`config.mk`:
```
export PLATFORM = sky130hd
export DESIGN_NAME = cse_front
export DESIGN_NICKNAME = d
export VERILOG_FILES = /design/src/rtl/cse_pkg.sv /design/src/rtl/cse_ram.sv /design/src/rtl/cse_front.sv
export SDC_FILE = /design/constraint.sdc
export NUM_CORES = 2
export LEC_CHECK = 0
export BUFFER_PORTS_ARGS = -buffer_cell sky130_fd_sc_hd__buf_2
export CORE_ASPECT_RATIO = 1.5
export CORE_MARGIN = 1
export CORE_UTILIZATION = 60
export CTS_BUF_LIST = sky130_fd_sc_hd__clkbuf_4 sky130_fd_sc_hd__clkbuf_8
export CTS_CLUSTER_DIAMETER = 60
export DETAILED_ROUTE_END_ITERATION = 16
export PLACE_DENSITY = 0.8
export SYNTH_ARGS = -nofsm -noshare
export SYNTH_HDL_FRONTEND = slang
export SYNTH_SLANG_ARGS = --single-unit
```
`constraint.sdc`:
```
create_clock -name clk_i -period 5.85 [get_ports clk_i]
set_clock_uncertainty 0.05 [all_clocks]
set_input_delay 0.585 -clock clk_i [delete_from_list [all_inputs] [get_ports clk_i]]
set_output_delay 0.585 -clock clk_i [all_outputs]
set_load 0.01 [all_outputs]
```
`src/rtl/cse_pkg.sv`:
```
// Shared constants, codes and item types of the cubic spline evaluator.
// Used by every module of the block but cse_ram; depends on nothing else.
`timescale 1ns / 1ps

package cse_pkg;

  localparam int unsigned MAX_KNOTS = 64;
  localparam int unsigned IDX_W     = $clog2(MAX_KNOTS);
  localparam int unsigned FRAC_BITS = 16;
  localparam int unsigned DATA_W    = 32;
  localparam int unsigned H_W       = DATA_W + 1;
  localparam int unsigned ACC_W     = 64;
  // Room for six times a data word.
  localparam int unsigned COEF_W    = DATA_W + 3;
  localparam int unsigned MUL_CHUNK = 11;
  localparam int unsigned MUL_STEPS = (H_W + MUL_CHUNK - 1) / MUL_CHUNK;
  localparam int unsigned UB_W      = MUL_STEPS * MUL_CHUNK;
  localparam int unsigned MCNT_W    = (MUL_STEPS > 1) ? $clog2(MUL_STEPS) : 1;
  localparam int unsigned PROD_W    = ACC_W + UB_W;
  localparam int unsigned Q_W       = PROD_W - FRAC_BITS;
  localparam int unsigned KC_W      = 7;
  localparam int unsigned ORD_W     = 3;
  localparam int unsigned CFG_IDX_W = 2;
  localparam int unsigned FIFO_DEPTH = 2;

  localparam logic [CFG_IDX_W-1:0] CFG_KNOT_COUNT = 2'd0;
  localparam logic [CFG_IDX_W-1:0] CFG_LEFT_CURV  = 2'd1;

  localparam logic ACT_LOAD  = 1'b0;
  localparam logic ACT_QUERY = 1'b1;

  localparam logic [1:0] REGION_BELOW  = 2'd0;
  localparam logic [1:0] REGION_INSIDE = 2'd1;
  localparam logic [1:0] REGION_ABOVE  = 2'd2;

  localparam logic [ORD_W-1:0] ORD_VALUE  = 3'd0;
  localparam logic [ORD_W-1:0] ORD_FIRST  = 3'd1;
  localparam logic [ORD_W-1:0] ORD_SECOND = 3'd2;
  localparam logic [ORD_W-1:0] ORD_THIRD  = 3'd3;

  localparam logic [ACC_W-1:0] S64_MAX = {1'b0, {(ACC_W-1){1'b1}}};
  localparam logic [ACC_W-1:0] S64_MIN = {1'b1, {(ACC_W-1){1'b0}}};

  typedef struct packed {
    logic                     action;
    logic [IDX_W-1:0]         entry_index;
    logic signed [DATA_W-1:0] knot_pos;
    logic signed [DATA_W-1:0] knot_value;
    logic signed [DATA_W-1:0] slope_coef;
    logic signed [DATA_W-1:0] curve_coef;
    logic signed [DATA_W-1:0] cubic_coef;
    logic signed [DATA_W-1:0] query_pos;
    logic [ORD_W-1:0]         deriv_order;
  } in_item_t;

  typedef struct packed {
    logic signed [DATA_W-1:0] result_value;
    logic [IDX_W-1:0]         segment;
    logic [1:0]               region;
    logic                     saturated;
  } out_item_t;

  typedef struct packed {
    logic signed [DATA_W-1:0] value;
    logic signed [DATA_W-1:0] slope;
    logic signed [DATA_W-1:0] curve;
    logic signed [DATA_W-1:0] cubic;
  } coef_t;

  typedef struct packed {
    logic                  is_load;
    logic [IDX_W-1:0]      index;
    logic [1:0]            region;
    logic [ORD_W-1:0]      order;
    logic signed [H_W-1:0] h;
    coef_t                 coef;
  } q_entry_t;

endpackage

```
`src/rtl/cse_ram.sv`:
```
// Generic simple dual-port RAM with one write port and one registered read port.
// Self-contained; used for the knot position and coefficient tables.
`timescale 1ns / 1ps

module cse_ram #(
  parameter int unsigned WIDTH = 32,
  parameter int unsigned DEPTH = 64,
  localparam int unsigned AW = $clog2(DEPTH)
) (
  input  logic             clk_i,
  input  logic             we_i,
  input  logic [AW-1:0]    waddr_i,
  input  logic [WIDTH-1:0] wdata_i,
  input  logic [AW-1:0]    raddr_i,
  output logic [WIDTH-1:0] rdata_o
);

  logic [WIDTH-1:0] mem_q [DEPTH];

  always_ff @(posedge clk_i) begin
    if (we_i) begin
      mem_q[waddr_i] <= wdata_i;
    end
    rdata_o <= mem_q[raddr_i];
  end

endmodule

```
`src/rtl/cse_front.sv`:
```
// Front end: accepts items, writes knot positions and scans for the segment.
// Depends on cse_pkg and cse_ram; hands classified items to the queue.
`timescale 1ns / 1ps

module cse_front (
  input  logic                           clk_i,
  input  logic                           rst_ni,
  input  logic                           push_i,
  output logic                           full_o,
  input  cse_pkg::in_item_t              item_i,
  input  logic [cse_pkg::IDX_W-1:0]      n_last_i,
  output logic                           q_push_o,
  input  logic                           q_full_i,
  output cse_pkg::q_entry_t              q_entry_o
);

  typedef enum logic [6:0] {
    F_IDLE = 7'b0000001,
    F_RD0  = 7'b0000010,
    F_RDN  = 7'b0000100,
    F_CHK  = 7'b0001000,
    F_MID  = 7'b0010000,
    F_CMP  = 7'b0100000,
    F_PUSH = 7'b1000000
  } front_state_e;

  front_state_e state_q, state_d;

  logic                              kind_q, kind_d;
  logic [cse_pkg::IDX_W-1:0]         lo_q, lo_d, hi_q, hi_d;
  logic signed [cse_pkg::DATA_W-1:0] x_q, x_d, p0_q, p0_d, pbase_q, pbase_d;
  logic [cse_pkg::ORD_W-1:0]         order_q, order_d;
  logic [1:0]                        region_q, region_d;
  cse_pkg::coef_t                    coef_q, coef_d;

  logic                              pos_we;
  logic [cse_pkg::IDX_W-1:0]         pos_raddr;
  logic [cse_pkg::DATA_W-1:0]        pos_rdata;
  logic signed [cse_pkg::DATA_W-1:0] pos_s;

  assign pos_s   = pos_rdata;
  assign pos_we  = state_q == F_IDLE && push_i && item_i.action == cse_pkg::ACT_LOAD;
  assign full_o  = state_q != F_IDLE;

  // The scan reads one address ahead, so each cycle in F_CMP checks one knot.
  always_comb begin
    case (state_q)
      F_RD0:   pos_raddr = '0;
      F_RDN:   pos_raddr = n_last_i;
      F_MID:   pos_raddr = hi_q;
      F_CMP:   pos_raddr = hi_q - 1'b1;
      default: pos_raddr = '0;
    endcase
  end

  cse_ram #(
    .WIDTH(cse_pkg::DATA_W),
    .DEPTH(cse_pkg::MAX_KNOTS)
  ) u_pos_ram (
    .clk_i  (clk_i),
    .we_i   (pos_we),
    .waddr_i(item_i.entry_index),
    .wdata_i(item_i.knot_pos),
    .raddr_i(pos_raddr),
    .rdata_o(pos_rdata)
  );

  always_comb begin
    state_d  = state_q;
    kind_d   = kind_q;
    lo_d     = lo_q;
    hi_d     = hi_q;
    x_d      = x_q;
    p0_d     = p0_q;
    pbase_d  = pbase_q;
    order_d  = order_q;
    region_d = region_q;
    coef_d   = coef_q;
    q_push_o = 1'b0;
    case (state_q)
      F_IDLE: begin
        if (push_i) begin
          kind_d   = item_i.action;
          x_d      = item_i.query_pos;
          order_d  = item_i.deriv_order;
          hi_d     = n_last_i;
          coef_d   = '{value: item_i.knot_value, slope: item_i.slope_coef,
                       curve: item_i.curve_coef, cubic: item_i.cubic_coef};
          region_d = cse_pkg::REGION_INSIDE;
          if (item_i.action == cse_pkg::ACT_LOAD) begin
            lo_d    = item_i.entry_index;
            state_d = F_PUSH;
          end else begin
            lo_d    = '0;
            state_d = F_RD0;
          end
        end
      end
      F_RD0: begin
        state_d = F_RDN;
      end
      F_RDN: begin
        p0_d    = pos_s;
        state_d = F_CHK;
      end
      F_CHK: begin
        if (x_q < p0_q) begin
          region_d = cse_pkg::REGION_BELOW;
          lo_d     = '0;
          pbase_d  = p0_q;
          state_d  = F_PUSH;
        end else if (x_q > pos_s) begin
          region_d = cse_pkg::REGION_ABOVE;
          lo_d     = hi_q;
          pbase_d  = pos_s;
          state_d  = F_PUSH;
        end else if (x_q == pos_s) begin
          lo_d    = hi_q;
          pbase_d = pos_s;
          state_d = F_PUSH;
        end else begin
          // Walk down from the next-to-last knot; the first knot is at or
          // below x here, so the walk always stops by entry zero.
          hi_d    = hi_q - 1'b1;
          state_d = F_MID;
        end
      end
      F_MID: begin
        state_d = F_CMP;
      end
      F_CMP: begin
        if (pos_s <= x_q) begin
          lo_d    = hi_q;
          pbase_d = pos_s;
          state_d = F_PUSH;
        end else begin
          hi_d = hi_q - 1'b1;
        end
      end
      F_PUSH: begin
        if (!q_full_i) begin
          q_push_o = 1'b1;
          state_d  = F_IDLE;
        end
      end
      default: begin
        state_d = F_IDLE;
      end
    endcase
  end

  always_comb begin
    q_entry_o.is_load = kind_q == cse_pkg::ACT_LOAD;
    q_entry_o.index   = lo_q;
    q_entry_o.region  = region_q;
    q_entry_o.order   = order_q;
    q_entry_o.h       = {x_q[cse_pkg::DATA_W-1], x_q} - {pbase_q[cse_pkg::DATA_W-1], pbase_q};
    q_entry_o.coef    = coef_q;
  end

  always_ff @(posedge clk_i or negedge rst_ni) begin
    if (!rst_ni) begin
      state_q <= F_IDLE;
    end else begin
      state_q <= state_d;
    end
  end

  always_ff @(posedge clk_i) begin
    kind_q   <= kind_d;
    lo_q     <= lo_d;
    hi_q     <= hi_d;
    x_q      <= x_d;
    p0_q     <= p0_d;
    pbase_q  <= pbase_d;
    order_q  <= order_d;
    region_q <= region_d;
    coef_q   <= coef_d;
  end

`ifndef SYNTHESIS
  a_scan_in_range: assert property (@(posedge clk_i) disable iff (!rst_ni)
    (state_q == F_MID || state_q == F_CMP) |-> hi_q < n_last_i)
    else $error("knot scan started at or above the last knot");
  a_below_seg0: assert property (@(posedge clk_i) disable iff (!rst_ni)
    q_push_o && !q_entry_o.is_load && q_entry_o.region == cse_pkg::REGION_BELOW
      |-> q_entry_o.index == '0)
    else $error("query below the first knot must use segment zero");
`endif

endmodule

```
==> metrics.md <==
| Metric | Value |
|---|---|
| Setup TNS Final | `0 ns` |
| Via Count | `60264` |
| CTS tree | `done` |
| Mean area per synthesized cell | `between 10 and 15 um2` |
| Die Span Y | `483.0 um` |
| IO Pins | `387` |
| Crit-path cells | `inv_1, ha_1, fa_1, nor2b_1, o31a_1, o21ai_0, o21a_1, a21oi_1, a21o_1, a211oi_1, o21ai_0, o21ai_0, buf_2` |
| RSZ-0062 raised after global routing | `no` |
| Final hold vios | `0` |
| DP Worst Slack | `1.134 ns` |
| Vias in the first global route | `between 50000 and 60000` |
| Grt ovf | `0` |
| Row count | `roughly 180` |
| Ys async rst share | `less than 1%` |
| Wire per inst | `between 20 and 30 um` |
| Layout cell share with drive strength beyond 1 | `between 10% and 20%` |
| Worst-margin pin slew | `around 1.6 ns` |
| Setup-failing EPs final | `0` |
| Post-cts gate resize count | `0` |
| Primary FF master, synth | `edfxtp_1` |
| Critical Path AT | `roughly 4.7 ns` |
| EDFF count, synth | `2290` |
| Peak supply drop | `between 0.3 and 0.4 mV` |
| FF/Latch Area | `between 0.06 and 0.07 mm2` |
| Post-layout util | `between 60% and 70%` |
| Count of cell types in the netlist | `77` |
| Startpoint types | `flip-flop` |
| Port Buffer Count | `between 300 and 400` |
| HPWL after detailed placement | `roughly 160000 um` |
| Core ar. | `0.1533 mm2` |
| Initial antenna violation count | `25` |
| Footprint of the multi-input gates | `approximately 0.021 mm2` |
| GPL Wtd Cong | `around 0.95` |
| Failing checks | `max-capacitance violations, max-slew violations` |
| Layout Area Growth over Synthesis | `14.50%` |
| DR pass1 iterations | `8` |
| P_leak | `roughly 37 nW` |
| Hold Crit Class | `primary input to async pin` |
| H-tree levels | `5` |
| Fillers | `roughly 9500` |
| Max incr delay on CP | `slightly below 0.5 ns` |
| Clock Latency Late Sink | `1.06 ns` |
| Power density cells | `between 300 and 400 mW/mm2` |
| Final period utilization | `around nine tenths` |
| Maximum clock rate | `189.4 MHz` |
| Worst setup path class | `flip-flop to output port` |
| Run status | `finished, violations left` |
| Die W | `roughly 320 um` |
| Post-Layout Cell Count | `between 9000 and 10000` |
| Sequential-to-total area share from yosys stat | `between 70% and 80%` |
| Seq cells post-synth | `about 2300` |
| Worst Setup End Kind | `output port` |
| First-pass GRT wire length | `roughly 370000 um` |
| CP Data Required Time | `~5.2 ns` |
| Vias per inst | `approximately 6.4` |
| GRT Overall Usage | `between 30% and 40%` |
| Iteration-0 DRC Markers | `8097` |
| Worst slew margin | `-4.309%` |
| Max-Cap Viols | `1` |
| Post-DRT Antenna Nets | `0` |
| Crit Path Max Fanout | `3` |
| Final WS setup | `~0.57 ns` |
| Most used cell, CP | `o21ai_0` |
| Clock sink total | `around 2300` |
| Cell area after layout | `approximately 0.11 mm2` |
| DRC viols | `0` |
| Inst Count DP | `around 8600` |
| Slowest stage cell, crit path | `o21ai_0` |
| Drt total wl | `~260000 um` |
| CTS max path bufs | `4` |
| Syn Nets | `6690` |
| Starting Density | `approximately three fifths` |
| Synthesized cell area | `0.09256 mm2` |
| Slew Viols, Final | `2` |
| Total power | `34.94 mW` |
| Min cycle time layout | `between 5 and 6 ns` |
| Largest net degree at the start of global routing | `153` |
| Min Hold Slack | `0.05766 ns` |
| Syn. warnings | `0` |
| Root buf cell | `clkbuf_8` |
| Nets | `7389` |
| Post-DP Area | `approximately 0.1 mm2` |
| Gate Count Post-Synth | `around 6400` |
| CTS buffer count | `roughly 340` |
| CTS clk-pin slew, worst paths | `0.06 ns` |
| Die Area | `0.1559 mm2` |
[registers in the layout, indices dropped and copies added (netlist names)]
signal and cells:
u_pos_ram.mem_q 2048, q_entry_o 128, p0_q 32, pbase_q 32, u_pos_ram.rdata_o 32, x_q 32
state_q 7, hi_q 6, lo_q 6, order_q 3, region_q 2, kind_q 1
[per-layer routing]
metal | vias to the layer above | part of all wire [%] | global-route usage, %
li1 | 25599 | - | -
met1 | 29293 | 33 | 38.70
met2 | 4499 | 49 | 54.43
met3 | 871 | 11 | 7.429
met4 | 2 | 7.1 | 21.66
met5 | - | 0.0069 | 0
[worst paths after layout]
kind | endpoint | slack, ns | from | depth (start not counted)
max | q_entry_o[160] | 0.57 | x_q[0] | 13
min | state_q[0] | 0.06 | rst_ni | 2
max reg2reg | u_pos_ram.rdata_o[4] | 0.95 | state_q[1] | 10
min reg2reg | pbase_q[31] | 0.54 | p0_q[31] | 1
max in group asynchronous | state_q[5] | 4.95 | rst_ni | 3
min in group clk_i | lo_q[4] | 0.16 | item_i[199] | 2
[kinds of logic after synthesis]
group,Yosys count,synth area share [%]
XOR/XNOR,27,0.2555
multiplexers,151,2.973
AND/OR/NAND/NOR,2498,11.68
adder cells (fa/ha/maj),97,1.319
buffers and inverters,495,2.236
flip-flops,2329,75.18
AO/OA/AOI/OAI,784,6.357
[what timing repair did]
item / CTS / global route
buffers inserted: 0 / 0
hold buffers: 178 / 0
hold endpoints to repair: 182 / 0
[cells in the mapped netlist (27+ instances only)]
master / instances / area (um2)
o21ai_0: 74 / 370.4
mux2_2: 30 / 337.8
nand2_1: 1655 / 6212
buf_1: 44 / 165.2
a31oi_1: 139 / 869.6
edfxtp_1: 2290 / 68770
inv_1: 111 / 416.7
nor2_1: 130 / 488.0
nand3_1: 256 / 1281
nor3_1: 85 / 425.4
ha_1: 96 / 1201
a311oi_1: 245 / 2146
dfxtp_1: 32 / 640.6
o22ai_1: 73 / 456.7
and3_1: 290 / 1814
clkbuf_1: 236 / 885.9
mux4_2: 96 / 2162
buf_2: 82 / 410.4
o31a_1: 30 / 262.8
a21oi_1: 56 / 280.3
a21o_1: 27 / 202.7
[critical path: cells and delay by family (launching register included)]
family          cells  cell delay [ns]
buf+inv             2             0.33
simple gates        1             0.07
fa+ha+maj           2             0.41
flops               1             0.44
compound gates      8             2.36
[report_power, final]
group / internal (mW) / total, mW / switching, mW
registers: 18.8 / 19.1 / 0.303
logic: 0.995 / 2.98 / 1.99
clock network: 6.80 / 12.8 / 6.02
[cell usage in the layout, fill, tap and decap left out, types with 11 or more instances in the layout]
| cell | instances |
|---|---|
| a311oi_1 | 245 |
| o31a_1 | 30 |
| dlygate4sd3_1 | 178 |
| dfxtp_1 | 32 |
| buf_12 | 22 |
| a21o_1 | 27 |
| nand2_1 | 1655 |
| diode_2 | 27 |
| o22ai_1 | 73 |
| xnor2_1 | 19 |
| nor2_4 | 65 |
| mux4_2 | 96 |
| a2111oi_2 | 18 |
| mux2_2 | 30 |
| nor2b_1 | 11 |
| bufinv_16 | 11 |
| o221ai_1 | 11 |
| edfxtp_1 | 2290 |
| buf_2 | 386 |
| mux2i_1 | 24 |
| o21ai_0 | 74 |
| and3_1 | 289 |
| buf_4 | 154 |
| clkbuf_4 | 89 |
| clkinv_2 | 44 |
| nor3_1 | 85 |
| inv_1 | 110 |
| o21a_1 | 11 |
| a21oi_1 | 56 |
| nor2_1 | 64 |
| nor4_1 | 14 |
| nand3_1 | 256 |
| clkbuf_8 | 366 |
| ha_1 | 96 |
| a31oi_1 | 139 |
| a32oi_1 | 25 |
| clkinv_1 | 70 |
[cell type report]
class / count / share of cell area, %
multi-input combinational: 3557 / 20.26
inverter: 111 / 0.3979
antenna: 27 / 0.06375
clock inverter: 131 / 0.8123
sequential: 2329 / 65.66
tap: 2047 / 2.417
timing repair buffer: 740 / 5.011
clock buffer: 455 / 5.384
Power figures use the tool's default switching activity.
