`config.mk`:
```
export PLATFORM = sky130hd
export DESIGN_NAME = cse_fifo
export DESIGN_NICKNAME = d
export VERILOG_FILES = /design/src/rtl/cse_pkg.sv /design/src/rtl/cse_fifo.sv
export SDC_FILE = /design/constraint.sdc
export NUM_CORES = 1
export LEC_CHECK = 0
export ABC_AREA = 1
export BUFFER_PORTS_ARGS = -buffer_cell sky130_fd_sc_hd__buf_2
export CORE_MARGIN = 2
export CORE_UTILIZATION = 50
export DETAILED_ROUTE_END_ITERATION = 10
export HOLD_SLACK_MARGIN = 0.15
export PLACE_DENSITY = 0.77
export SLEW_MARGIN = 5
export SYNTH_ARGS = -nofsm -noshare
export SYNTH_HDL_FRONTEND = slang
export SYNTH_SLANG_ARGS = --single-unit
```
`constraint.sdc`:
```
create_clock -name clk_i -period 11.2 [get_ports clk_i]
set_input_delay 0.56 -clock clk_i [delete_from_list [all_inputs] [get_ports clk_i]]
set_output_delay 0.56 -clock clk_i [all_outputs]
set_load 0.05 [all_outputs]
```
`src/rtl/cse_pkg.sv`:
```
// Shared constants, codes and item types of the cubic spline evaluator.
// Used by every module of the block but cse_ram; depends on nothing else.
`timescale 1ns / 1ps

package cse_pkg;

  localparam int unsigned MAX_KNOTS = 64;
  localparam int unsigned IDX_W     = $clog2(MAX_KNOTS);
  localparam int unsigned FRAC_BITS = 16;
  localparam int unsigned DATA_W    = 32;
  localparam int unsigned H_W       = DATA_W + 1;
  localparam int unsigned ACC_W     = 64;
  // Room for six times a data word.
  localparam int unsigned COEF_W    = DATA_W + 3;
  localparam int unsigned MUL_CHUNK = 11;
  localparam int unsigned MUL_STEPS = (H_W + MUL_CHUNK - 1) / MUL_CHUNK;
  localparam int unsigned UB_W      = MUL_STEPS * MUL_CHUNK;
  localparam int unsigned MCNT_W    = (MUL_STEPS > 1) ? $clog2(MUL_STEPS) : 1;
  localparam int unsigned PROD_W    = ACC_W + UB_W;
  localparam int unsigned Q_W       = PROD_W - FRAC_BITS;
  localparam int unsigned KC_W      = 7;
  localparam int unsigned ORD_W     = 3;
  localparam int unsigned CFG_IDX_W = 2;
  localparam int unsigned FIFO_DEPTH = 2;

  localparam logic [CFG_IDX_W-1:0] CFG_KNOT_COUNT = 2'd0;
  localparam logic [CFG_IDX_W-1:0] CFG_LEFT_CURV  = 2'd1;

  localparam logic ACT_LOAD  = 1'b0;
  localparam logic ACT_QUERY = 1'b1;

  localparam logic [1:0] REGION_BELOW  = 2'd0;
  localparam logic [1:0] REGION_INSIDE = 2'd1;
  localparam logic [1:0] REGION_ABOVE  = 2'd2;

  localparam logic [ORD_W-1:0] ORD_VALUE  = 3'd0;
  localparam logic [ORD_W-1:0] ORD_FIRST  = 3'd1;
  localparam logic [ORD_W-1:0] ORD_SECOND = 3'd2;
  localparam logic [ORD_W-1:0] ORD_THIRD  = 3'd3;

  localparam logic [ACC_W-1:0] S64_MAX = {1'b0, {(ACC_W-1){1'b1}}};
  localparam logic [ACC_W-1:0] S64_MIN = {1'b1, {(ACC_W-1){1'b0}}};

  typedef struct packed {
    logic                     action;
    logic [IDX_W-1:0]         entry_index;
    logic signed [DATA_W-1:0] knot_pos;
    logic signed [DATA_W-1:0] knot_value;
    logic signed [DATA_W-1:0] slope_coef;
    logic signed [DATA_W-1:0] curve_coef;
    logic signed [DATA_W-1:0] cubic_coef;
    logic signed [DATA_W-1:0] query_pos;
    logic [ORD_W-1:0]         deriv_order;
  } in_item_t;

  typedef struct packed {
    logic signed [DATA_W-1:0] result_value;
    logic [IDX_W-1:0]         segment;
    logic [1:0]               region;
    logic                     saturated;
  } out_item_t;

  typedef struct packed {
    logic signed [DATA_W-1:0] value;
    logic signed [DATA_W-1:0] slope;
    logic signed [DATA_W-1:0] curve;
    logic signed [DATA_W-1:0] cubic;
  } coef_t;

  typedef struct packed {
    logic                  is_load;
    logic [IDX_W-1:0]      index;
    logic [1:0]            region;
    logic [ORD_W-1:0]      order;
    logic signed [H_W-1:0] h;
    coef_t                 coef;
  } q_entry_t;

endpackage

```
`src/rtl/cse_fifo.sv`:
```
// Short queue of classified items between the front end and the evaluator.
// Depends on cse_pkg for the entry type and depth.
`timescale 1ns / 1ps

module cse_fifo (
  input  logic              clk_i,
  input  logic              rst_ni,
  input  logic              push_i,
  output logic              full_o,
  input  cse_pkg::q_entry_t data_i,
  input  logic              pop_i,
  output logic              empty_o,
  output cse_pkg::q_entry_t data_o
);

  localparam int unsigned PTR_W = (cse_pkg::FIFO_DEPTH > 1) ? $clog2(cse_pkg::FIFO_DEPTH) : 1;
  localparam int unsigned CNT_W = $clog2(cse_pkg::FIFO_DEPTH + 1);

  cse_pkg::q_entry_t mem_q [cse_pkg::FIFO_DEPTH];
  logic [PTR_W-1:0]  wr_ptr_q, rd_ptr_q;
  logic [CNT_W-1:0]  count_q;
  logic              do_push, do_pop;

  assign full_o  = count_q == CNT_W'(cse_pkg::FIFO_DEPTH);
  assign empty_o = count_q == '0;
  assign do_push = push_i && !full_o;
  assign do_pop  = pop_i && !empty_o;
  assign data_o  = mem_q[rd_ptr_q];

  always_ff @(posedge clk_i or negedge rst_ni) begin
    if (!rst_ni) begin
      wr_ptr_q <= '0;
      rd_ptr_q <= '0;
      count_q  <= '0;
    end else begin
      if (do_push) begin
        wr_ptr_q <= (wr_ptr_q == PTR_W'(cse_pkg::FIFO_DEPTH - 1)) ? '0 : wr_ptr_q + 1'b1;
      end
      if (do_pop) begin
        rd_ptr_q <= (rd_ptr_q == PTR_W'(cse_pkg::FIFO_DEPTH - 1)) ? '0 : rd_ptr_q + 1'b1;
      end
      if (do_push && !do_pop) begin
        count_q <= count_q + 1'b1;
      end else if (do_pop && !do_push) begin
        count_q <= count_q - 1'b1;
      end
    end
  end

  always_ff @(posedge clk_i) begin
    if (do_push) begin
      mem_q[wr_ptr_q] <= data_i;
    end
  end

endmodule

```
==> results of run 1 <==
-- state kept, by name, summed over array words and instances, names as in the netlist --
register / cells
wr_ptr_q: 1
rd_ptr_q: 1
mem_q: 346
count_q: 2
-- critical path, cell delays in order, from the launching register on --
cell and delay, ns:
dfrtp_4 0.67, inv_6 0.52, buf_4 0.87, nand2_1 0.14, nand2_1 0.12, buf_2 0.27
-- final cells by class --
type,count,area (um2),area share [%]
tap,330,413,2.60
inverter,8,40.0,0.252
multi-input combinational,539,2050,12.9
antenna,2,5.00,0.0315
clock buffer,43,948,5.97
timing repair buffer,359,1820,11.5
clock inverter,18,105,0.662
sequential,350,10500,66.1
-- synthesized netlist by cell type --
| cell type | n |
|---|---|
| buf_2 | 31 |
| buf_4 | 6 |
| clkbuf_1 | 1 |
| dfrtp_1 | 4 |
| edfxtp_1 | 346 |
| ha_1 | 1 |
| inv_1 | 7 |
| inv_2 | 1 |
| nand2_1 | 528 |
| nand3_1 | 1 |
| nand3b_1 | 1 |
| nand4_1 | 1 |
| nor2_1 | 4 |
| o21ai_0 | 2 |
| xnor2_1 | 1 |
-- placed cells by master, fill, tap and decap left out --
cell type and count:
clkinvlp_4 1, bufinv_16 1, nand3b_1 1, xnor2_1 1
nor2_1 3, diode_2 2, clkinv_1 10, inv_6 2
dlygate4sd3_1 1, nor2_4 1, buf_4 7, nand3_1 1
clkbuf_16 37, clkinv_2 6, nand4_1 1, nand2_1 528
inv_1 6, dfrtp_4 1, o21ai_0 2, buf_2 351
dfrtp_1 3, clkbuf_1 6, ha_1 1, edfxtp_1 346
-- per-layer routing --
metal	vias up	wire length [um]
met5	-	24
met4	4	633
met3	54	2850
met2	359	13600
met1	3795	10400
li1	3880	-
-- kinds of logic after synthesis --
group	count (synthesis)	share of synthesized area [%]
AO/OA/AOI/OAI	2	0.0784
XOR/XNOR	1	0.0686
adder cells (fa/ha/maj)	1	0.0980
buffers and inverters	46	1.83
flip-flops	350	82.1
AND/OR/NAND/NOR	535	15.8
-- how the worst min path moves through the flow --
stage / from / endpoint / depth (start not counted) / slack (ns)
2_1_floorplan: rst_ni / count_q[0] / 0 / 0.26
3_3_place_gp: rst_ni / count_q[1] / 1 / 0.38
3_5_place_dp: rst_ni / count_q[0] / 1 / 0.38
4_1_cts: data_i[28] / mem_q[1][28] / 1 / 0.23
5_1_grt: data_i[6] / mem_q[0][6] / 1 / 0.23
6_report: data_i[53] / mem_q[1][53] / 1 / 0.25
-- stage by stage --
stage	setup WS, ns	hold slack (ns)	util [%]	instance area (um2)
6_report	7.39	0.252	63.2	15900
5_1_grt	7.19	0.226	63.2	15900
4_1_cts	7.39	0.230	63.2	15900
3_5_place_dp	7.91	0.375	59.0	14800
3_3_place_gp	7.94	0.378	59.0	14800
2_1_floorplan	2.65	0.264	-	12800
==> results.toml, run 1 <==
[clock_network]
ctsHoldBuffers = 1
tritoncts = "built"
numClockSinks = 350
h-tree-depth = 2
clock_latency_ns = 0.49
ctsResizeCount = 0
cts_buffer_depth = 3
postCtsSetupBuffers = 0
cts_buffers = 36
clkTransAtPathRegs_ns = 0.06
cts_root_buf = "clkbuf_16"

[drt]
drt_wl_total_mm = 27.6
routedWlPerCell_um = 16.7
drt-initial-drc-count = 596
drt-vias-per-instance = 4.91
final_antenna_net_count = 0
vias = 8092
first_pass_iters = 5
drc = 0

[sta]
tightest_slew_ns = 1.01
grt_setup_unrepaired = "no"
final.setup_skew_ns = 0.00901
max_freq_ghz = 0.262
finalCriticalPeriod_ns = 3.81
fin_tns_setup_ns = 0
slew_headroom_pct = 32.5
min_period_over_period_pct = 34.0
timing.final.max_slew_violations = 0
setup_viol = 0
hold_violations = 0

[place]
gp_congestion = 0.778
io_buffers = 351
hpwl_mm = 18.3
place_inst = 1585

[synth]
postSynthCellCount = 935
synth_top_area_cell = "edfxtp_1"
yosys-top-cells-area = "edfxtp_1, nand2_1, buf_2"
synthesis.area_um2 = 12800
ys_ff_latch = 350
yosys_warnings = 0
yosysSeqAreaShare_pct = 82.1
syn_nets = 1113
synth.distinct_cells = 15
yosysTopAreaCellShare_pct = 81.4
avgSynthCellArea_um2 = 13.7

[worst_hold_path]
worstHoldPathType = "in2reg"

[global_routing]
grtUsageMet3_pct = 6.57
busiest_layer = "met2"
antenna_found_initial = 3
first_global_vias = 7922
grt_pass1_wl_mm = 41.0
grt_max_degree = 104
overflow = 0
grt_use_total_pct = 20.0
met2_usage_pct = 34.4
met1_usage_pct = 23.9

[worst_setup_path]
critical_path.max_fanout = 93
worstSetupStartpointType = "register"
path_class = "reg2out"
r2r-end = "mem_q[0][23]"
setup.worst_path.end = "data_o[93]"
cp.required_ns = 10.64
rr_worst_depth = 6
r2r_setup_slack_ns = 8.27
end_kind = "output pin"
crit_arrival_ns = 3.25
r2r-start = "count_q[1]"
startpoint = "rd_ptr_q"

[die]
die_h_um = 164
dieArea_um2 = 26800
start_util_pct = 50.9
placementRows = 58
pin_count = 352
die_x_um = 164
fp.coreArea_um2 = 25100

[layout]
drive_above_1_share_pct = 30.9
syn_to_final_growth_pct = 24.3
n_fill_cell = 1843
final_cells = 1649
final_nets = 1472

[run]
maxCapViolCount = 0

[run_status]
status = "complete, no violations"
Power of run 1 is left out: the tool's default activity adds up to more than one toggle a clock period on the data nets, which glitch-free logic cannot reach.
==> run 2, diff against run 1 <==
==> constraint.sdc (replaced) <==
create_clock -name clk_i -period 3.75 [get_ports clk_i]
set_input_delay 0.1875 -clock clk_i [delete_from_list [all_inputs] [get_ports clk_i]]
set_output_delay 0.1875 -clock clk_i [all_outputs]
set_load 0.05 [all_outputs]
==> run 2 against run 1 <==
  * Sequential share of layout area decreased by 7.0 points
  * Critical path type unchanged
  * Final area increased by 12%
  * Worst hold slack improved by 0.16 ns
  * Clock-buffer cell count increased by 2
  * Non-clock buffer count increased by 177
  * Register-to-register slack got worse by 7.0 ns
  * Setup slack got worse by 6.3 ns
  * Clock skew increased by 0.0048 ns
  * Flip-flop and latch count unchanged
  * First-iteration DRC count increased by 34%
==> results.toml, run 2 (synthesized netlist as in run 1, its figures left out) <==
[drt]
final_antenna_net_count = 0
drc = 0
drt-vias-per-instance = 4.97
first_pass_iters = 5
drt-initial-drc-count = 798
drt_wl_total_mm = 32.9
routedWlPerCell_um = 18.0
vias = 9073

[clock_network]
numClockSinks = 350
clkTransAtPathRegs_ns = 0.06
cts_buffer_depth = 3
tritoncts = "built"
clock_latency_ns = 0.50
ctsHoldBuffers = 177
cts_buffers = 36
cts_root_buf = "clkbuf_16"
h-tree-depth = 2
ctsResizeCount = 0
postCtsSetupBuffers = 0

[sta]
fin_tns_setup_ns = 0
tightest_slew_ns = 1.08
finalCriticalPeriod_ns = 2.68
setup_viol = 0
hold_violations = 0
max_freq_ghz = 0.373
worst_slack_ns = 1.07
timing.final.max_slew_violations = 0
grt_setup_unrepaired = "no"
min_period_over_period_pct = 71.5
final.setup_skew_ns = 0.0138
slew_headroom_pct = 27.9

[die]
dieArea_um2 = 26800
pin_count = 352
die_h_um = 164
placementRows = 58
fp.coreArea_um2 = 25100
die_x_um = 164
start_util_pct = 50.9

[run]
maxCapViolCount = 0

[worst_setup_path]
r2r-start = "count_q[1]"
r2r_setup_slack_ns = 1.29
path_class = "reg2out"
setup.worst_path.end = "data_o[29]"
crit_arrival_ns = 2.49
rr_worst_depth = 7
worstSetupStartpointType = "register"
critical_path.max_fanout = 85
r2r-end = "mem_q[0][60]"
cp.required_ns = 3.56
end_kind = "output pin"
startpoint = "rd_ptr_q"

[run_status]
status = "complete, no violations"

[place]
hpwl_mm = 17.6
gp_congestion = 0.803
place_ws_ns = 1.36
place_inst = 1586
io_buffers = 351

[power]
p_leak_nw = 7.62
p_total_mw = 16.2
power_density_nw_per_um2 = 912
peakVddDrop_uv = 796

[worst_hold_path]
worstHoldStart = "data_i[112]"
worstHoldPathType = "in2reg"

[layout]
final_cells = 1827
final_nets = 1649
final_cell_mix = "nand2_1, buf_2, edfxtp_1"
largest_register_ffs = 346
syn_to_final_growth_pct = 39.1
top_regs = "mem_q (346), count_q (2)"
final_common_cell = "nand2_1"
drive_above_1_share_pct = 27.8
top_register = "mem_q"
final_util_pct = 70.7

[global_routing]
grt_pass1_wl_mm = 48.0
antenna_found_initial = 2
grt_max_degree = 175
overflow = 0
grt_use_total_pct = 23.5
first_global_vias = 9194
[run 2: cell types whose count changed in the layout (fill, tap and decap cells not counted), moves of 2 or more]
cell / before / now
dlygate4sd3_1: 1 / 177
clkbuf_1: 6 / 8
clkinvlp_4: 1 / 3
buf_12: 0 / 5
nor2_1: 3 / 1
buf_4: 7 / 3
clkinv_1: 10 / 7
[run 2: critical path: stages (launching register included)]
cell and delay (ns):
dfrtp_4 0.51, inv_6 0.49, buf_4 0.46, nand2_1 0.11
nand2_1 0.09, buf_2 0.28
[run 2: final cells by class]
cell class | instances | area (um2)
diodes | 1 | 2.50
clock buffers | 45 | 956
clock inverters | 18 | 136
fillers | 1504 | 7350
inverters | 8 | 38.8
multi-input cells | 539 | 2070
flip-flops and latches | 350 | 10500
well taps | 330 | 413
repair buffers | 536 | 3650
[run 2: routing by layer]
layer  up-vias  part of all wire, %  global-route usage, %
li1       4222                    -                      -
met1      4272                   36                   26.5
met2       514                   52                   42.4
met3        63                   10                   7.40
met4         2                  2.3                   7.54
met5         -                0.021                      0
[run 2: metrics by stage]
stage               area, um2  hold slack, ns
global placement        14900         0.00844
floorplan               12800          -0.108
CTS                     17800           0.381
detailed placement      14900         0.00609
global route            17800           0.393
finish                  17800           0.408
[run 2: report_power, final]
part | internal [mW] | switching, mW
logic | 1.41 | 5.88
registers | 5.34 | 0.237
clock network | 1.94 | 1.39
[run 2: worst min path at each step]
stage	slack [ns]	cells past startpoint	end
floorplan	-0.11	0	count_q[0]
global placement	0.008	1	count_q[1]
detailed placement	0.006	1	count_q[1]
CTS	0.38	2	mem_q[1][131]
global route	0.39	2	mem_q[1][112]
finish	0.41	2	mem_q[1][112]
(Power assumes the default switching activity.)
==> run 3, diff against run 2 <==
--- a/config.mk
+++ b/config.mk
@@ -5,7 +5,7 @@
 export SDC_FILE = /design/constraint.sdc
 export NUM_CORES = 1
 export LEC_CHECK = 0
-export ABC_AREA = 1
+export ABC_AREA = 0
 export BUFFER_PORTS_ARGS = -buffer_cell sky130_fd_sc_hd__buf_2
 export CORE_MARGIN = 2
 export CORE_UTILIZATION = 50
==> constraint.sdc (replaced) <==
create_clock -name clk_i -period 2.55 [get_ports clk_i]
set_input_delay 0.1275 -clock clk_i [delete_from_list [all_inputs] [get_ports clk_i]]
set_output_delay 0.1275 -clock clk_i [all_outputs]
set_load 0.05 [all_outputs]
==> run 3 against run 2 <==
  * Clock power increased by 46%
  * Clock skew decreased by 0.0060 ns
  * Sequential power increased by 48%
  * Total power increased by 41%
  * Clock-buffer cell count increased by 1
  * Setup slack got worse by 0.80 ns
  * Wire length decreased by 9.5%
  * Flip-flop and latch count unchanged
  * Global-route usage decreased by 2.0 points
  * Non-clock buffer count increased by 13
  * First-iteration DRC count decreased by 37%
  * Cell count decreased by 19%
  * Largest cell class unchanged
==> results.toml, run 3 <==
[run_status]
status = "complete, no violations"

[worst_setup_path]
r2r-start = "count_q[0]"
critPathMaxStageDelay_ns = 0.61
r2r-end = "mem_q[0][169]"
crit_chain = "buf_12 > mux2_2 > buf_2"
critical_path.max_fanout = 65
crit_slowest_cell = "dfrtp_4"
cp.required_ns = 2.42
cp_top_family = "flip-flops"
r2r_setup_slack_ns = 0.62
end_kind = "output pin"
cp_num_buf_inv = 2
path_class = "reg2out"
worstSetupStartpointType = "register"
rr_worst_depth = 4
crit_arrival_ns = 2.15

[die]
fp.coreArea_um2 = 25100
dieArea_um2 = 26800
start_util_pct = 50.7
placementRows = 58
pin_count = 352
die_x_um = 164
die_h_um = 164

[synth]
async_flop_share_pct = 1.14
synthTopCellsByCount = "edfxtp_1, mux2_2, buf_6, dfrtp_1"
synth_top_flop_cell = "edfxtp_1"
synth.distinct_cells = 14
yosysTopAreaCellShare_pct = 81.5
synth_edf_count = 346
avgSynthCellArea_um2 = 22.9
synth_top_family_by_area = "multiplexers"
postSynthCellCount = 557
synthesis.area_um2 = 12700
yosysSeqAreaShare_pct = 82.3
yosys-top-cells-area = "edfxtp_1, mux2_2, buf_6"
synth_top_area_cell = "edfxtp_1"
yosysMostFrequentCell = "edfxtp_1"
ys_ff_latch = 350
synth.mux.area_fraction_pct = 15.3
synthAdderAreaFrac_pct = 0.0982
syn_nets = 735
yosys_warnings = 0
synth_simple_gate_area_share_pct = 0.216
synth_compound_area_share_pct = 0.0393
synthXorXnorAreaFrac_pct = 0.344

[layout]
syn_to_final_growth_pct = 40.3
final_common_cell = "buf_2"
final_util_pct = 71.2
final_nets = 1302
largest_register_ffs = 346
drive_above_1_share_pct = 52.0
final_area_um2 = 17900
n_fill_cell = 1481
final_cell_mix = "buf_2, edfxtp_1, dlygate4sd3_1"
top_register = "mem_q"
top_regs = "mem_q (346), count_q (2)"

[power]
switching_share_pct = 40.9
switchingPower_mw = 9.32
p_leak_nw = 6.80
pwr-share-seq_pct = 36.2
clkPwrFrac_pct = 21.3
internal_power_mw = 13.5
p_total_mw = 22.8
p_comb_share_pct = 42.5
power_density_nw_per_um2 = 1270
peakVddDrop_uv = 909

[worst_hold_path]
holdPathStages = 2
min_to = "mem_q[0][33]"
worstHoldPathType = "in2reg"
worstHoldStart = "data_i[33]"

[place]
gp_congestion = 0.751
io_buffers = 351
place_area_um2 = 15000
hpwl_mm = 16.8

[clock_network]
clkTransAtPathRegs_ns = 0.06
cts_root_buf = "clkbuf_16"
tritoncts = "built"
h-tree-depth = 2
clock_latency_ns = 0.49
cts_buffers = 35
cts_buffer_depth = 3
numClockSinks = 350

[drt]
first_pass_iters = 5
final_antenna_net_count = 0
dr_wl_met3_mm = 2.53
drc = 0
vias = 7429
routedWlPerCell_um = 20.1
wl_met1_mm = 10.5
drt-vias-per-instance = 5.03
top_layer_used = "met4"
drt_wl_total_mm = 29.8
wl_met2_mm = 15.9
drt-initial-drc-count = 503

[sta]
max_freq_ghz = 0.438
final.setup_skew_ns = 0.00779
min_period_over_period_pct = 89.5
grt_setup_unrepaired = "no"
slew_headroom_pct = 48.6
tightest_slew_ns = 0.769
hold_violations = 0
timing.final.max_slew_violations = 0
setup_viol = 0
finalCriticalPeriod_ns = 2.28

[global_routing]
grt_max_degree = 71
overflow = 0
grt_pass1_wl_mm = 43.6
grt_use_total_pct = 21.5
first_global_vias = 8066
antenna_found_initial = 1

[run]
maxCapViolCount = 0
-- run 3: logic make-up after synthesis --
family / count (synthesis)
AO/OA/AOI/OAI: 1
XOR/XNOR: 5
adder cells (fa/ha/maj): 1
buffers and inverters: 21
flip-flops: 350
multiplexers: 173
AND/OR/NAND/NOR: 6
-- run 3: repair_timing --
action / in CTS / in global routing
buffers inserted: 0 / 0
endpoints found under the setup margin: 0 / 0
endpoints found under the hold margin: 353 / 0
hold buffers: 177 / 0
gates resized for setup: 0 / 0
-- run 3: how the worst max path moves through the flow --
stage	start	endpoint	slack (ns)	depth (start not counted)
finish	rd_ptr_q	data_o[128]	0.27	3
global route	rd_ptr_q	data_o[128]	0.19	3
detailed placement	count_q[0]	mem_q[0][58]	0.60	4
floorplan	count_q[0]	mem_q[0][0]	-1.05	3
CTS	rd_ptr_q	data_o[128]	0.26	3
global placement	count_q[0]	mem_q[0][60]	0.64	4
-- run 3: power groups by stage --
stage               clock, mW  sequential (mW)  combinational, mW
CTS                      4.90             8.21               9.68
detailed placement          0             8.31               9.43
floorplan                   0             8.28               7.44
global placement            0             8.24               9.39
global route             5.16             8.35               10.1
finish                   4.85             8.24               9.70
-- run 3: layout make-up --
cell class | instances | area (um2) | share of cell area, %
multi-input combinational | 186 | 2060 | 11.5
tap | 330 | 413 | 2.31
sequential | 350 | 10500 | 58.7
clock buffer | 46 | 960 | 5.37
inverter | 2 | 7.51 | 0.0420
antenna | 1 | 2.50 | 0.0140
clock inverter | 14 | 114 | 0.637
timing repair buffer | 549 | 3820 | 21.4
-- run 3: per-layer routing --
| layer | vias up | track usage [%] |
|---|---|---|
| li1 | 3360 | - |
| met4 | 0 | 7.06 |
| met5 | - | 0 |
| met1 | 3653 | 23.5 |
| met3 | 61 | 6.96 |
| met2 | 355 | 39.4 |
-- run 3: through the flow --
stage / TNS [ns] / setup WS, ns / cells / hold slack (ns)
4_1_cts: 0 / 0.260 / 1477 / 0.332
5_1_grt: 0 / 0.192 / 1478 / 0.347
2_1_floorplan: -285.32 / -1.05 / 557 / -0.168
3_3_place_gp: 0 / 0.644 / 1240 / -0.0622
3_5_place_dp: 0 / 0.599 / 1240 / -0.0620
6_report: 0 / 0.268 / 1478 / 0.356
